--- config.mk ---
export PLATFORM = sky130hd
export DESIGN_NAME = ffca_sequencer
export DESIGN_NICKNAME = d
export VERILOG_FILES = /design/src/sv/ffca_pkg.sv /design/src/sv/ffca_sequencer.sv
export SDC_FILE = /design/constraint.sdc
export NUM_CORES = 1
export LEC_CHECK = 0
export ABC_AREA = 1
export ABC_CLOCK_PERIOD_IN_PS = 2200
export BUFFER_PORTS_ARGS = -buffer_cell sky130_fd_sc_hd__buf_2
export CAP_MARGIN = 20
export CORE_MARGIN = 2
export CORE_UTILIZATION = 45
export CTS_CLUSTER_SIZE = 10
export DETAILED_ROUTE_END_ITERATION = 6
export GPL_ROUTABILITY_DRIVEN = 0
export GPL_TIMING_DRIVEN = 0
export PLACE_DENSITY = 0.8
export SKIP_CTS_REPAIR_TIMING = 1
export SLEW_MARGIN = 0
export SYNTH_ARGS = -nofsm -noshare
export SYNTH_HDL_FRONTEND = slang
export SYNTH_SLANG_ARGS = --single-unit
--- constraint.sdc ---
create_clock -name aclk -period 2.2 [get_ports aclk]
set_input_delay 0.11 -clock aclk [delete_from_list [all_inputs] [get_ports aclk]]
set_output_delay 0.11 -clock aclk [all_outputs]
set_load 0.01 [all_outputs]
--- src/sv/ffca_pkg.sv ---
package ffca_pkg;

    // Tree geometry
    localparam int NUM_BINS   = 1024;
    localparam int LEAF_BITS  = $clog2(NUM_BINS);
    localparam int NODE_BITS  = LEAF_BITS + 1;
    localparam int TREE_DEPTH = 2 << LEAF_BITS;
    localparam int CAP_WIDTH  = 32;

    // Request and result field widths
    localparam int IDX_W     = 10;
    localparam int AMT_W     = 32;
    localparam int BIN_W     = 11;
    localparam int S_TDATA_W = ((IDX_W + AMT_W + 7) / 8) * 8;
    localparam int M_TDATA_W = ((BIN_W + 7) / 8) * 8;

    // Microcode addressing
    localparam int UPC_BITS = 4;

    typedef logic [NODE_BITS-1:0] node_t;
    typedef logic [CAP_WIDTH-1:0] cap_t;
    typedef logic [UPC_BITS-1:0]  upc_t;

    // Program steps
    localparam upc_t UPC_CLR   = 4'd0;
    localparam upc_t UPC_IDLE  = 4'd1;
    localparam upc_t UPC_DISP  = 4'd2;
    localparam upc_t UPC_RCHK  = 4'd3;
    localparam upc_t UPC_DESC  = 4'd4;
    localparam upc_t UPC_SUB   = 4'd5;
    localparam upc_t UPC_FIX   = 4'd6;
    localparam upc_t UPC_EMIT  = 4'd7;
    localparam upc_t UPC_LOAD  = 4'd8;
    localparam upc_t UPC_MISS  = 4'd9;

    // Tree memory read address source
    typedef enum logic [2:0] {
        RD_NONE,
        RD_ROOT,
        RD_CHILD,
        RD_DESC,
        RD_SIB
    } rd_sel_t;

    // Tree memory write source
    typedef enum logic [1:0] {
        WR_NONE,
        WR_CLEAR,
        WR_PATH
    } wr_sel_t;

    // Node pointer update
    typedef enum logic [2:0] {
        NODE_HOLD,
        NODE_ROOT,
        NODE_DESC,
        NODE_LEAF,
        NODE_PARENT
    } node_op_t;

    // Path value update
    typedef enum logic [1:0] {
        VAL_HOLD,
        VAL_AMT,
        VAL_SUB,
        VAL_MAX
    } val_op_t;

    // Result register update
    typedef enum logic [1:0] {
        RES_NONE,
        RES_GRANT,
        RES_ACK,
        RES_MISS
    } res_op_t;

    // Jump condition select
    typedef enum logic [2:0] {
        COND_ALWAYS,
        COND_ACCEPT,
        COND_LOAD,
        COND_MISS,
        COND_DESC_MORE,
        COND_NOT_TOP,
        COND_CLR_LAST,
        COND_OUT_FREE
    } cond_sel_t;

    // Step taken when the condition fails
    typedef enum logic {
        NXT_ADVANCE,
        NXT_HOLD
    } nxt_t;

    typedef struct packed {
        rd_sel_t   rd;
        wr_sel_t   wr;
        node_op_t  node;
        val_op_t   val;
        res_op_t   res;
        cond_sel_t cond;
        nxt_t      on_false;
        upc_t      jump;
        logic      ready;
        logic      emit;
        logic      clr_inc;
    } ctrl_word_t;

    // Status flags sampled by the sequencer
    typedef struct packed {
        logic accept;
        logic is_load;
        logic miss;
        logic desc_more;
        logic not_top;
        logic clr_last;
        logic out_free;
    } cond_t;

    localparam ctrl_word_t CW_NOP = '{
        rd: RD_NONE, wr: WR_NONE, node: NODE_HOLD, val: VAL_HOLD, res: RES_NONE,
        cond: COND_ALWAYS, on_false: NXT_ADVANCE, jump: UPC_IDLE,
        ready: 1'b0, emit: 1'b0, clr_inc: 1'b0
    };

    // Control store
    function automatic ctrl_word_t ucode_rom(input upc_t addr);
        ctrl_word_t w;
        w = CW_NOP;
        unique case (addr)
            UPC_CLR: begin
                w.wr       = WR_CLEAR;
                w.clr_inc  = 1'b1;
                w.cond     = COND_CLR_LAST;
                w.jump     = UPC_IDLE;
                w.on_false = NXT_HOLD;
            end
            UPC_IDLE: begin
                w.ready    = 1'b1;
                w.cond     = COND_ACCEPT;
                w.jump     = UPC_DISP;
                w.on_false = NXT_HOLD;
            end
            UPC_DISP: begin
                w.node = NODE_ROOT;
                w.rd   = RD_ROOT;
                w.cond = COND_LOAD;
                w.jump = UPC_LOAD;
            end
            UPC_RCHK: begin
                w.rd   = RD_CHILD;
                w.cond = COND_MISS;
                w.jump = UPC_MISS;
            end
            UPC_DESC: begin
                w.node = NODE_DESC;
                w.rd   = RD_DESC;
                w.cond = COND_DESC_MORE;
                w.jump = UPC_DESC;
            end
            UPC_SUB: begin
                w.val  = VAL_SUB;
                w.wr   = WR_PATH;
                w.rd   = RD_SIB;
                w.res  = RES_GRANT;
                w.cond = COND_ALWAYS;
                w.jump = UPC_FIX;
            end
            UPC_FIX: begin
                w.node = NODE_PARENT;
                w.val  = VAL_MAX;
                w.wr   = WR_PATH;
                w.rd   = RD_SIB;
                w.cond = COND_NOT_TOP;
                w.jump = UPC_FIX;
            end
            UPC_EMIT: begin
                w.emit     = 1'b1;
                w.cond     = COND_OUT_FREE;
                w.jump     = UPC_IDLE;
                w.on_false = NXT_HOLD;
            end
            UPC_LOAD: begin
                w.node = NODE_LEAF;
                w.val  = VAL_AMT;
                w.wr   = WR_PATH;
                w.rd   = RD_SIB;
                w.res  = RES_ACK;
                w.cond = COND_ALWAYS;
                w.jump = UPC_FIX;
            end
            UPC_MISS: begin
                w.res  = RES_MISS;
                w.cond = COND_ALWAYS;
                w.jump = UPC_EMIT;
            end
            default: begin
                w.cond = COND_ALWAYS;
                w.jump = UPC_IDLE;
            end
        endcase
        return w;
    endfunction

endpackage

--- src/sv/ffca_sequencer.sv ---
module ffca_sequencer
    import ffca_pkg::*;
(
    input  logic       aclk,
    input  logic       aresetn,
    input  cond_t      cond_in,
    output ctrl_word_t ctrl
);

    upc_t upc_reg;
    upc_t upc_next;
    logic hit;

    // Fetch the control word of the current step
    assign ctrl = ucode_rom(upc_reg);

    // Evaluate the selected jump condition
    always_comb begin
        unique case (ctrl.cond)
            COND_ALWAYS:    hit = 1'b1;
            COND_ACCEPT:    hit = cond_in.accept;
            COND_LOAD:      hit = cond_in.is_load;
            COND_MISS:      hit = cond_in.miss;
            COND_DESC_MORE: hit = cond_in.desc_more;
            COND_NOT_TOP:   hit = cond_in.not_top;
            COND_CLR_LAST:  hit = cond_in.clr_last;
            COND_OUT_FREE:  hit = cond_in.out_free;
            default:        hit = 1'b1;
        endcase
    end

    // Jump, hold or advance
    always_comb begin
        if (hit) begin
            upc_next = ctrl.jump;
        end else if (ctrl.on_false == NXT_HOLD) begin
            upc_next = upc_reg;
        end else begin
            upc_next = upc_reg + 1'b1;
        end
    end

    always_ff @(posedge aclk) begin
        if (!aresetn) begin
            upc_reg <= UPC_CLR;
        end else begin
            upc_reg <= upc_next;
        end
    end

endmodule

==> flow_summary.ini <==
[floorplanning]
dieArea_um2 = 1788
io_pins = 32
dieHeight_um = 42.28
rows = 13
dieWidth_um = 42.28
coreArea_um2 = 1334
start_util = 0.4944

[logic_synthesis]
avgSynthCellArea_um2 = 6.280
ys_seq_elements = 4
async_flop_share = 0
synth-main-ff-cell = dfxtp_1
ys_seq_area_frac = 0.1214
synth_edf_count = 0
synthCells = 105
synth_area_leaders = nand2_1 18%, dfxtp_1 12%, nand3_1 11%
yosys-top-cells-count = 32 x nand2_1, 17 x inv_1, 15 x nand3_1
synth_top_area_cell = nand2_1
syn-num-nets = 118
yosysMostFrequentCell = nand2_1
synthDistinctLibCells = 20
netlist.area_leader.share = 0.1822
syn-cell-area_um2 = 659.4
yosys_warnings = 0

[pwr]
p_total_mw = 1.546
vdd_ir_drop_max_v = 0.0007757
p_leak_nw = 0.5738
power_density_nw_per_um2 = 1796

[min_path]
holdCritPathClass = in2reg

[placement]
placed_cells = 151
port_buffers = 31
placed_cell_area_um2 = 833.3
dp_hpwl_mm = 1.307

[sta]
setup_viol = 0
period_minus_slack_ps = 2024
maxSlewHeadroom = 0.7810
min_period_over_period = 0.9201
rsz0062_at_grt = no
worst_pin_slew_ps = 328.5
clock_skew_ps = 0.4461
fmax_mhz = 494.0
tns_ps = 0
timing.final.hold_violations = 0
slew_viol_final = 0

[status]
outcome = finished, final reports clean

[clock_network]
worstSkewPairLatency_ps = 230
cts_tree = yes
cts.sinks = 4
cts-root-buf = clkbuf_4
h-tree-depth = 1
cts-buffers-inserted = 3
clockBufferDepth = 2
clkSlewWorstSetupHoldPaths_ps = 30

[cells_and_area]
area_growth_pct = 30.55
fin_cells = 154
nets = 154
largest_register_ffs = 4
design_area_um2 = 860.8
antenna_cells = 0
drive_gt1_frac = 0.3957

[critical_path]
crit_arrival_ps = 1910
cp-startpoint = upc_reg[0]
rr_worst_depth = 12
critPathCapture = ctrl[3]
worst-path-max-fanout = 6
worst-setup-path-type = reg2out
start_kind = flop
critPathRequiredTime_ps = 2090
crit_path_end_kind = output port
r2r-start = upc_reg[0]
reg2reg_to = upc_reg[3]
rrSetupSlack_ps = 350

[detailed_routing]
avgViaCountPerCell = 4.870
drc = 0
ant_nets = 0
drt-total-wl_mm = 1.541
wl_per_cell_um = 10.01
num_vias = 750
dr.pass1.iters = 4
first_iter_violations = 16

[global_route]
grtUsageTotal = 0.1777
grt_pass1_vias = 616
antenna_found_initial = 0
grt_overflow = 0
grt_max_degree = 9
grt_pass1_wl_mm = 2.490

[run]
cap_viol_max_count = 0
[area by class of cell]
cell class / instances / area (µm²)
multi-input combinational: 81 / 505.5
timing repair buffer: 31 / 155.1
clock buffer: 3 / 22.52
tap: 15 / 18.77
fill: 139 / 473.0
inverter: 19 / 71.32
buffer: 1 / 7.507
sequential: 4 / 80.08
[placed cells by master, fill, tap and decap left out]
| master | n |
|---|---|
| clkinv_1 | 1 |
| nand2_4 | 4 |
| clkbuf_4 | 3 |
| inv_1 | 17 |
| nand4_1 | 3 |
| buf_2 | 31 |
| nand3_1 | 14 |
| nor2_4 | 2 |
| nand2_2 | 1 |
| xor2_1 | 3 |
| o21ai_2 | 2 |
| nand2_1 | 32 |
| nor2_1 | 3 |
| a21oi_1 | 3 |
| ha_1 | 4 |
| dfxtp_1 | 4 |
| o21ai_4 | 1 |
| inv_2 | 1 |
| buf_4 | 1 |
| nor2_2 | 5 |
| nand3_2 | 2 |
| nand3_4 | 2 |
[report_power, final]
group	switching, mW	total, mW	internal [mW]	leakage, nW
registers	0.0409	0.142	0.101	0.0330
clock network	0.0246	0.0853	0.0607	0.0138
logic	0.816	1.32	0.503	0.527
total	0.881	1.55	0.665	0.574
[worst max-delay path, stage by stage, from the launching register on]
cell	delay (ps)
dfxtp_1	410
inv_1	90
ha_1	290
nand2_1	190
nand4_1	140
nor2_1	220
nand3_1	100
nand3_1	110
buf_2	140
[per-layer routing]
metal	GRT usage	part of all wire
met1	0.2205	0.47
met2	0.3015	0.49
met3	0.02586	0.037
met4	0.07500	0
met5	0	0
[cell families after synthesis]
| kind of cell | count (synthesis) | share of synthesized area |
|---|---|---|
| AOI/OAI and AO/OA | 6 | 0.07401 |
| xor gates and xnor gates | 3 | 0.03986 |
| adders and majority gates | 4 | 0.07590 |
| buffers and inverters | 20 | 0.1195 |
| DFF | 4 | 0.1214 |
| and+or+nand+nor | 68 | 0.5693 |
[worst min-delay path by stage]
| stage | start | end | slack (ps) | cells after the start |
|---|---|---|---|---|
| after global routing | aresetn | upc_reg[3] | 180 | 3 |
| after CTS | aresetn | upc_reg[3] | 160 | 3 |
| after detailed placement | aresetn | upc_reg[3] | 400 | 3 |
| final | aresetn | upc_reg[3] | 160 | 3 |
| after global placement | aresetn | upc_reg[3] | 390 | 3 |
| after floorplan | aresetn | upc_reg[3] | 280 | 2 |
[per-stage QoR]
stage	hold WS [ps]	utilization	worst slack, ps
2_1_floorplan	280.5	-	522.1
4_1_cts	161.8	0.6417	163.2
6_report	160.2	0.6454	175.8
3_3_place_gp	387.2	0.6248	396.4
5_1_grt	175.6	0.6454	25.29
3_5_place_dp	397.7	0.6248	366.8
(Power assumes the default switching activity.)
